[config.mk]
export PLATFORM = sky130hd
export DESIGN_NAME = bam_record_section_splitter_unit
export DESIGN_NICKNAME = d
export VERILOG_FILES = /design/src/hw/rtl/bam_rss_pkg.sv /design/src/hw/rtl/bam_rss_core.sv /design/src/hw/rtl/bam_record_section_splitter_unit.sv
export SDC_FILE = /design/constraint.sdc
export NUM_CORES = 1
export LEC_CHECK = 0
export ABC_CLOCK_PERIOD_IN_PS = 7000
export BUFFER_PORTS_ARGS = -buffer_cell sky130_fd_sc_hd__buf_2
export CORE_MARGIN = 2
export CORE_UTILIZATION = 55
export DETAILED_ROUTE_END_ITERATION = 12
export GPL_TIMING_DRIVEN = 1
export PLACE_DENSITY = 0.71
export SYNTH_ARGS = -nofsm -noshare
export SYNTH_HDL_FRONTEND = slang
export SYNTH_HIERARCHICAL = 1
export SYNTH_SLANG_ARGS = --single-unit
[constraint.sdc]
create_clock -name i_clk -period 7 [get_ports i_clk]
set_input_delay 1.05 -clock i_clk [delete_from_list [all_inputs] [get_ports i_clk]]
set_output_delay 1.05 -clock i_clk [all_outputs]
set_load 0.01 [all_outputs]
[src/hw/rtl/bam_rss_pkg.sv]
package bam_rss_pkg;

    localparam int unsigned HDR_BYTES = 36;

    typedef enum logic [2:0] {
        SEC_HEADER   = 3'd0,
        SEC_NAME     = 3'd1,
        SEC_NAME_END = 3'd2,
        SEC_CIGAR    = 3'd3,
        SEC_SEQ      = 3'd4,
        SEC_QUAL     = 3'd5,
        SEC_TAGS     = 3'd6
    } t_section;

    typedef enum logic [1:0] {
        ST_OK        = 2'd0,
        ST_TRUNCATED = 2'd1,
        ST_MALFORMED = 2'd2
    } t_status;

    typedef struct packed {
        logic [7:0] byte_out;
        t_section   section;
        logic       section_end;
        logic       record_end;
        t_status    status;
    } t_result;

endpackage

[src/hw/rtl/bam_rss_core.sv]
module bam_rss_core
    import bam_rss_pkg::*;
(
    input  logic       i_clk,
    input  logic       i_rst_n,
    input  logic       i_accept,
    input  logic [7:0] i_data_byte,
    input  logic       i_buffer_last,
    output t_result    o_result
);

    localparam logic [5:0] OFF_LEN0   = 6'd0;
    localparam logic [5:0] OFF_LEN1   = 6'd1;
    localparam logic [5:0] OFF_LEN2   = 6'd2;
    localparam logic [5:0] OFF_LEN3   = 6'd3;
    localparam logic [5:0] OFF_NAME   = 6'd12;
    localparam logic [5:0] OFF_CIGAR0 = 6'd16;
    localparam logic [5:0] OFF_CIGAR1 = 6'd17;
    localparam logic [5:0] OFF_SEQ0   = 6'd20;
    localparam logic [5:0] OFF_SEQ1   = 6'd21;
    localparam logic [5:0] OFF_SEQ2   = 6'd22;
    localparam logic [5:0] OFF_SEQ3   = 6'd23;
    localparam logic [5:0] OFF_SUM0   = 6'd24;
    localparam logic [5:0] OFF_SUM1   = 6'd25;
    localparam logic [5:0] OFF_FIXED  = 6'd26;
    localparam logic [5:0] OFF_TAGS   = 6'd27;

    logic [32:0] r_offset, n_offset;
    logic [32:0] r_rec_len, n_rec_len;
    logic [7:0]  r_name_len, n_name_len;
    logic [15:0] r_cigar, n_cigar;
    logic [31:0] r_seq_len, n_seq_len;
    t_section    r_section, n_section;
    logic [32:0] r_remain, n_remain;
    t_status     r_err, n_err;

    logic [31:0] r_seq_bytes, n_seq_bytes;
    logic [18:0] r_sum_a, n_sum_a;
    logic [32:0] r_sum_b, n_sum_b;
    logic [33:0] r_fixed, n_fixed;
    logic [32:0] r_tags_len, n_tags_len;

    logic        is_hdr;
    logic        send;
    logic        rend;
    logic [5:0]  off6;
    t_status     err;
    logic [6:0]  nz;
    logic [32:0] sec_size [7];
    logic [2:0]  next_idx;
    logic        next_found;

    assign is_hdr = (r_section == SEC_HEADER);
    assign send   = (r_remain == 33'd1);
    assign off6   = r_offset[5:0];
    assign rend   = !is_hdr && ((r_offset + 33'd1) == r_rec_len);

    always_comb begin
        err = ST_OK;
        if (is_hdr) begin
            if (send) begin
                if (i_buffer_last && (r_rec_len > 33'(HDR_BYTES))) begin
                    err = ST_TRUNCATED;
                end else if ((r_name_len == 8'd0) || (r_fixed > {1'b0, r_rec_len})) begin
                    err = ST_MALFORMED;
                end
            end else if (i_buffer_last) begin
                err = ST_TRUNCATED;
            end
        end else if (i_buffer_last && !rend) begin
            err = ST_TRUNCATED;
        end
    end

    always_comb begin
        nz[0] = 1'b0;
        nz[1] = (r_name_len > 8'd1);
        nz[2] = 1'b1;
        nz[3] = (r_cigar != 16'd0);
        nz[4] = (r_seq_len != 32'd0);
        nz[5] = (r_seq_len != 32'd0);
        nz[6] = (r_tags_len != 33'd0);
        sec_size[0] = 33'(HDR_BYTES);
        sec_size[1] = {25'd0, r_name_len - 8'd1};
        sec_size[2] = 33'd1;
        sec_size[3] = {15'd0, r_cigar, 2'b00};
        sec_size[4] = {1'b0, r_seq_bytes};
        sec_size[5] = {1'b0, r_seq_len};
        sec_size[6] = r_tags_len;
        next_idx   = 3'd0;
        next_found = 1'b0;
        for (int s = 6; s >= 1; s--) begin
            if ((3'(s) > r_section) && nz[s]) begin
                next_idx   = 3'(s);
                next_found = 1'b1;
            end
        end
    end

    always_comb begin
        o_result.byte_out = i_data_byte;
        if (r_err != ST_OK) begin
            o_result.section     = SEC_HEADER;
            o_result.section_end = 1'b0;
            o_result.record_end  = 1'b0;
            o_result.status      = r_err;
        end else begin
            o_result.section     = r_section;
            o_result.section_end = send;
            o_result.record_end  = rend && (err == ST_OK);
            o_result.status      = err;
        end
    end

    always_comb begin
        n_offset    = r_offset;
        n_rec_len   = r_rec_len;
        n_name_len  = r_name_len;
        n_cigar     = r_cigar;
        n_seq_len   = r_seq_len;
        n_section   = r_section;
        n_remain    = r_remain;
        n_err       = r_err;
        n_seq_bytes = r_seq_bytes;
        n_sum_a     = r_sum_a;
        n_sum_b     = r_sum_b;
        n_fixed     = r_fixed;
        n_tags_len  = r_tags_len;
        if (i_accept && (r_err == ST_OK)) begin
            if (is_hdr) begin
                unique case (off6)
                    OFF_LEN0:   n_rec_len = {25'd0, i_data_byte};
                    OFF_LEN1:   n_rec_len[15:8] = i_data_byte;
                    OFF_LEN2:   n_rec_len[23:16] = i_data_byte;
                    OFF_LEN3:   n_rec_len = {1'b0, i_data_byte, r_rec_len[23:0]} + 33'd4;
                    OFF_NAME:   n_name_len = i_data_byte;
                    OFF_CIGAR0: n_cigar = {8'd0, i_data_byte};
                    OFF_CIGAR1: n_cigar[15:8] = i_data_byte;
                    OFF_SEQ0:   n_seq_len = {24'd0, i_data_byte};
                    OFF_SEQ1:   n_seq_len[15:8] = i_data_byte;
                    OFF_SEQ2:   n_seq_len[23:16] = i_data_byte;
                    OFF_SEQ3:   n_seq_len[31:24] = i_data_byte;
                    OFF_SUM0: begin
                        n_seq_bytes = 32'(({1'b0, r_seq_len} + 33'd1) >> 1);
                        n_sum_a     = 19'(HDR_BYTES) + {11'd0, r_name_len}
                                    + {1'b0, r_cigar, 2'b00};
                    end
                    OFF_SUM1:   n_sum_b = {1'b0, r_seq_bytes} + {1'b0, r_seq_len};
                    OFF_FIXED:  n_fixed = {15'd0, r_sum_a} + {1'b0, r_sum_b};
                    OFF_TAGS: begin
                        if ({1'b0, r_rec_len} > r_fixed) begin
                            n_tags_len = 33'({1'b0, r_rec_len} - r_fixed);
                        end else begin
                            n_tags_len = 33'd0;
                        end
                    end
                    default: ;
                endcase
            end
            if (err != ST_OK) begin
                n_err = err;
            end else if (rend) begin
                n_offset  = 33'd0;
                n_section = SEC_HEADER;
                n_remain  = 33'(HDR_BYTES);
            end else begin
                n_offset = r_offset + 33'd1;
                if (send) begin
                    n_section = t_section'(next_idx);
                    n_remain  = sec_size[next_idx];
                    if (!next_found) begin
                        n_offset = 33'd0;
                    end
                end else begin
                    n_remain = r_remain - 33'd1;
                end
            end
        end
    end

    always_ff @(posedge i_clk) begin
        if (!i_rst_n) begin
            r_offset   <= '0;
            r_rec_len  <= '0;
            r_name_len <= '0;
            r_cigar    <= '0;
            r_seq_len  <= '0;
            r_section  <= SEC_HEADER;
            r_remain   <= 33'(HDR_BYTES);
            r_err      <= ST_OK;
        end else begin
            r_offset   <= n_offset;
            r_rec_len  <= n_rec_len;
            r_name_len <= n_name_len;
            r_cigar    <= n_cigar;
            r_seq_len  <= n_seq_len;
            r_section  <= n_section;
            r_remain   <= n_remain;
            r_err      <= n_err;
        end
    end

    always_ff @(posedge i_clk) begin
        r_seq_bytes <= n_seq_bytes;
        r_sum_a     <= n_sum_a;
        r_sum_b     <= n_sum_b;
        r_fixed     <= n_fixed;
        r_tags_len  <= n_tags_len;
    end

endmodule

[src/hw/rtl/bam_record_section_splitter_unit.sv]
// Channel   Dir  tdata            tuser                                   tlast
// s_axis    in   data_byte [7:0]  -                                       buffer_last
// m_axis    out  byte_out  [7:0]  section [2:0], section_end [3],          record_end
//                                 status [5:4]
//
// One word is accepted per clock unless the skid stage is full; its labeled word is registered.
// The section state and header length sums live in the labeling core and update on accept.
// A two-entry output register and skid stage let one more word be taken while output stalls.
// Reset is synchronous and active low and returns the parser to the start of a header.
// Errors are sticky until reset; later words pass through with the error status.
module bam_record_section_splitter_unit
    import bam_rss_pkg::*;
(
    input  logic       i_clk,
    input  logic       i_rst_n,
    input  logic       s_axis_tvalid,
    output logic       s_axis_tready,
    input  logic [7:0] s_axis_tdata,   // data_byte [7:0]
    input  logic       s_axis_tlast,
    output logic       m_axis_tvalid,
    input  logic       m_axis_tready,
    output logic [7:0] m_axis_tdata,   // byte_out [7:0]
    output logic [5:0] m_axis_tuser,   // section [2:0], section_end [3], status [5:4]
    output logic       m_axis_tlast
);

    t_result res;
    t_result r_out;
    t_result r_skid;
    logic    r_out_valid;
    logic    r_skid_valid;
    logic    accept;
    logic    load_out;

    assign s_axis_tready = !r_skid_valid;
    assign accept        = s_axis_tvalid && s_axis_tready;
    assign load_out      = !r_out_valid || m_axis_tready;

    bam_rss_core u_core (
        .i_clk         (i_clk),
        .i_rst_n       (i_rst_n),
        .i_accept      (accept),
        .i_data_byte   (s_axis_tdata),
        .i_buffer_last (s_axis_tlast),
        .o_result      (res)
    );

    always_ff @(posedge i_clk) begin
        if (!i_rst_n) begin
            r_out_valid  <= 1'b0;
            r_skid_valid <= 1'b0;
        end else if (r_skid_valid) begin
            if (m_axis_tready) begin
                r_skid_valid <= 1'b0;
            end
        end else if (accept) begin
            if (load_out) begin
                r_out_valid <= 1'b1;
            end else begin
                r_skid_valid <= 1'b1;
            end
        end else if (m_axis_tready) begin
            r_out_valid <= 1'b0;
        end
    end

    always_ff @(posedge i_clk) begin
        if (r_skid_valid) begin
            if (m_axis_tready) begin
                r_out <= r_skid;
            end
        end else if (accept) begin
            if (load_out) begin
                r_out <= res;
            end else begin
                r_skid <= res;
            end
        end
    end

    assign m_axis_tvalid = r_out_valid;
    assign m_axis_tdata  = r_out.byte_out;
    assign m_axis_tuser  = {r_out.status, r_out.section_end, r_out.section};
    assign m_axis_tlast  = r_out.record_end;

endmodule

==> results.sh <==
export IMPL_hold_violations=0
export IMPL_globalplace_congestion=1.038
export IMPL_switching_share_pct=24.91
export IMPL_setup_tns_ps=0
export IMPL_dieArea_um2=41260
export IMPL_min_delay_start="u_core/r_remain[18]"
export IMPL_post_route_period_util_pct=78.38
export IMPL_fp_dieW_um=203.1
export IMPL_cts_buffers=41
export IMPL_clock_sinks=343
export IMPL_clk_path_buf_depth=3
export IMPL_ctsHtreeMaxLevel=2
export IMPL_leakage_nw=9.315
export IMPL_max_cap_violations=0
export IMPL_dp_hpwl_um=53530
export IMPL_antenna_left=0
export IMPL_stdcell_area_um2=23550
export IMPL_synth_flop_cell="edfxtp_1"
export IMPL_dr_pass1_iters=8
export IMPL_synth_edf_count=181
export IMPL_totalWireLength_um=72970
export IMPL_via_per_inst=6.572
export IMPL_reg2regPathDepth=11
export IMPL_grt_antenna_before_repair=0
export IMPL_clkPwrFrac_pct=46.6
export IMPL_synth_seq_cells=343
export IMPL_track_usage_pct=35.22
export IMPL_endpoint_kind="flip-flop"
export IMPL_synth_top_area_share_pct=24.92
export IMPL_cp_start_kind="flip-flop"
export IMPL_fin_ws_ps=1513
export IMPL_rsz0062_at_grt="false"
export IMPL_drive_gt1_share_pct=6.541
export IMPL_diodes=0
export IMPL_rrSetupSlack_ps=1510
export IMPL_cts_clk_slew_worst_paths_ps=60
export IMPL_crit_fanout=19
export IMPL_start_util_pct=56.04
export IMPL_placed_cell_area_um2=22180
export IMPL_grt_max_degree=88
export IMPL_ys_seq_area_share_pct=39.79
export IMPL_root_buffer="clkbuf_16"
export IMPL_outcome="finished, final reports clean"
export IMPL_min_path_cells=2
export IMPL_worstMarginPinSlew_ps=1220
export IMPL_hp_class="reg -> reg"
export IMPL_async_reset_ff_share_pct=0
export IMPL_min_to="u_core/r_remain[18]"
export IMPL_clock_latency_ps=590
export IMPL_arrival_ps=5950
export IMPL_areaGrowthSynthToFinish_pct=7.992
export IMPL_power_frac_seq_pct=46.4
export IMPL_p_per_area_nw_per_um2=198.8
export IMPL_relSlewSlack_pct=18.46
export IMPL_ios=30
export IMPL_synthTopCellsByArea="edfxtp_1 (25%), dfxtp_1 (15%), ha_1 (6.2%)"
export IMPL_synth_distinct_cells=84
export IMPL_cts_hold_repair_buffers=0
export IMPL_syn_inst=2453
export IMPL_synth_largest_area_cell="edfxtp_1"
export IMPL_synthesis_area_um2=21810
export IMPL_p_switching_mw=1.166
export IMPL_fin_crit_ps=5487
export IMPL_drt_iter0_drc=2472
export IMPL_num_vias=19480
export IMPL_synth_area_per_cell_um2=8.891
export IMPL_wl_per_cell_um=24.62
export IMPL_cts_tree="yes"
export IMPL_cts_setup_buffers=0
export IMPL_grt_pass1_vias=18240
export IMPL_rows=72
export IMPL_core_um2=38920
export IMPL_drc=0
export IMPL_grt_overflow_total=0
export IMPL_yosys_warnings=6
export IMPL_post_place_ws_ps=1664
export IMPL_portBuffers=29
export IMPL_max_freq_mhz=182.3
export IMPL_setup_viol=0
export IMPL_r2r_end="u_core/r_offset[26]"
export IMPL_p_int_mw=3.516
export IMPL_ir_worst_vdd_mv=0.1863
export IMPL_post_cts_resized=0
export IMPL_grt_pass1_wl_um=110300
export IMPL_fp_dieH_um=203.1
export IMPL_p_comb_share_pct=7.1
export IMPL_crit_type="reg -> reg"
export IMPL_required_ps=7470
export IMPL_syn_nets=2578
export IMPL_fin_nets=2539
export IMPL_finClkSkew_ps=27.10
export IMPL_r2r_start="u_core/r_offset[0]"
export IMPL_finalMaxSlewViolations=0
==> synth_stat cells (all sizes together), types with 26 or more instances <==
master / instances
a31oi: 38
xor2: 70
a22oi: 40
nand4: 40
dfxtp: 162
clkbuf: 101
buf: 30
a21oi: 176
a211oi: 26
or3: 26
a21o: 60
nor3: 57
ha: 108
and3: 38
nand2: 263
nor4: 47
nand3: 94
xnor2: 125
o21ai: 122
nor2: 213
edfxtp: 181
inv: 93
==> power groups by stage <==
| stage | logic, mW | registers (mW) | clock network [mW] |
|---|---|---|---|
| finish | 0.331 | 2.17 | 2.18 |
| global route | 0.355 | 2.17 | 2.28 |
| detailed placement | 0.320 | 2.21 | 0 |
| CTS | 0.322 | 2.17 | 2.20 |
| floorplan | 0.245 | 2.18 | 0 |
| global placement | 0.316 | 2.21 | 0 |
==> placed cells by master (no fill, tap or decap), types with 9 or more instances in the layout <==
cell and count:
a211o_1 9, a211oi_1 26, a21o_1 60, a21oi_1 174
a221oi_1 15, a22oi_1 40, a31oi_1 38, and2_1 24
and3_1 38, and4_1 13, buf_2 29, buf_4 20
clkbuf_16 43, clkinv_2 9, dfxtp_1 162, edfxtp_1 181
ha_1 108, inv_1 92, mux2_4 16, mux2i_1 24
nand2_1 263, nand2b_1 24, nand3_1 94, nand4_1 39
nor2_1 213, nor2b_1 15, nor3_1 55, nor3b_1 10
nor4_1 47, o211ai_1 11, o21a_1 16, o21ai_0 118
o21bai_1 15, o31ai_1 17, or3_1 26, or4_1 13
xnor2_1 125, xor2_1 70
==> cells by family (layout without fill, tap and decap cells) <==
family	count (synthesis)	after routing	share of synthesized area (%)
and+or+nand+nor	904	904	20.30
AOI/OAI and AO/OA	635	635	19.06
DFF	343	343	39.79
buffers and inverters	224	217	4.246
xor gates and xnor gates	195	195	7.831
adders and majority gates	112	112	6.563
muxes	40	40	2.203
==> metal layers <==
metal / vias up / routed length, µm / global-route usage, %
li1: 8934 / - / -
met1: 9274 / 28870 / 46.03
met2: 1039 / 32330 / 54.92
met3: 231 / 6671 / 5.490
met4: 0 / 5100 / 21.90
met5: - / 0 / 0
==> sequential cells by signal, indices dropped and copies added, names as in the netlist, 8 cells and up <==
signal,count
u_core/r_fixed,34
u_core/r_offset,33
u_core/r_rec_len,33
u_core/r_remain,33
u_core/r_sum_b,33
u_core/r_tags_len,33
u_core/r_seq_bytes,32
u_core/r_seq_len,32
u_core/r_sum_a,19
u_core/r_cigar,16
r_skid,15
m_axis_tdata,8
u_core/r_name_len,8
==> how the worst max path moves through the flow <==
stage / to / slack (ps) / start
floorplan: u_core/r_offset[26] / 2850 / u_core/r_offset[1]
global placement: u_core/r_offset[26] / 1760 / u_core/r_offset[0]
detailed placement: u_core/r_offset[26] / 1660 / u_core/r_offset[0]
CTS: u_core/r_offset[26] / 1650 / u_core/r_offset[0]
global route: u_core/r_offset[26] / 1380 / u_core/r_offset[0]
finish: u_core/r_offset[26] / 1510 / u_core/r_offset[0]
==> through the flow <==
step	cells	hold WS, ps	util [%]	power [mW]
2_1_floorplan	2453	430.5	-	2.428
3_3_place_gp	2889	443.5	56.99	2.525
3_5_place_dp	2889	455.7	56.99	2.531
4_1_cts	2964	473.1	60.52	4.691
5_1_grt	2964	489.8	60.52	4.811
6_report	2964	478.5	60.52	4.682
==> critical path, cell delays in order, from the launching register on <==
cell and delay (ps):
dfxtp_1 530, ha_1 510, nand4_4 210, or3_1 520, or4_4 550, mux2_4 320, or4_1 510, or4_4 570
o31ai_4 780, or3_1 510, o21ai_1 130, a22o_1 240
==> area by class of cell <==
type | instances | area (µm²)
Fill cell | 3418 | 15370
Multi-Input combinational cell | 1886 | 12210
Sequential cell | 343 | 8678
Clock buffer | 57 | 1199
Tap cell | 518 | 648.1
Inverter | 93 | 349.1
Timing Repair Buffer | 49 | 295.3
Clock inverter | 18 | 172.7
Note: power is estimated with default switching activity, not from simulation.
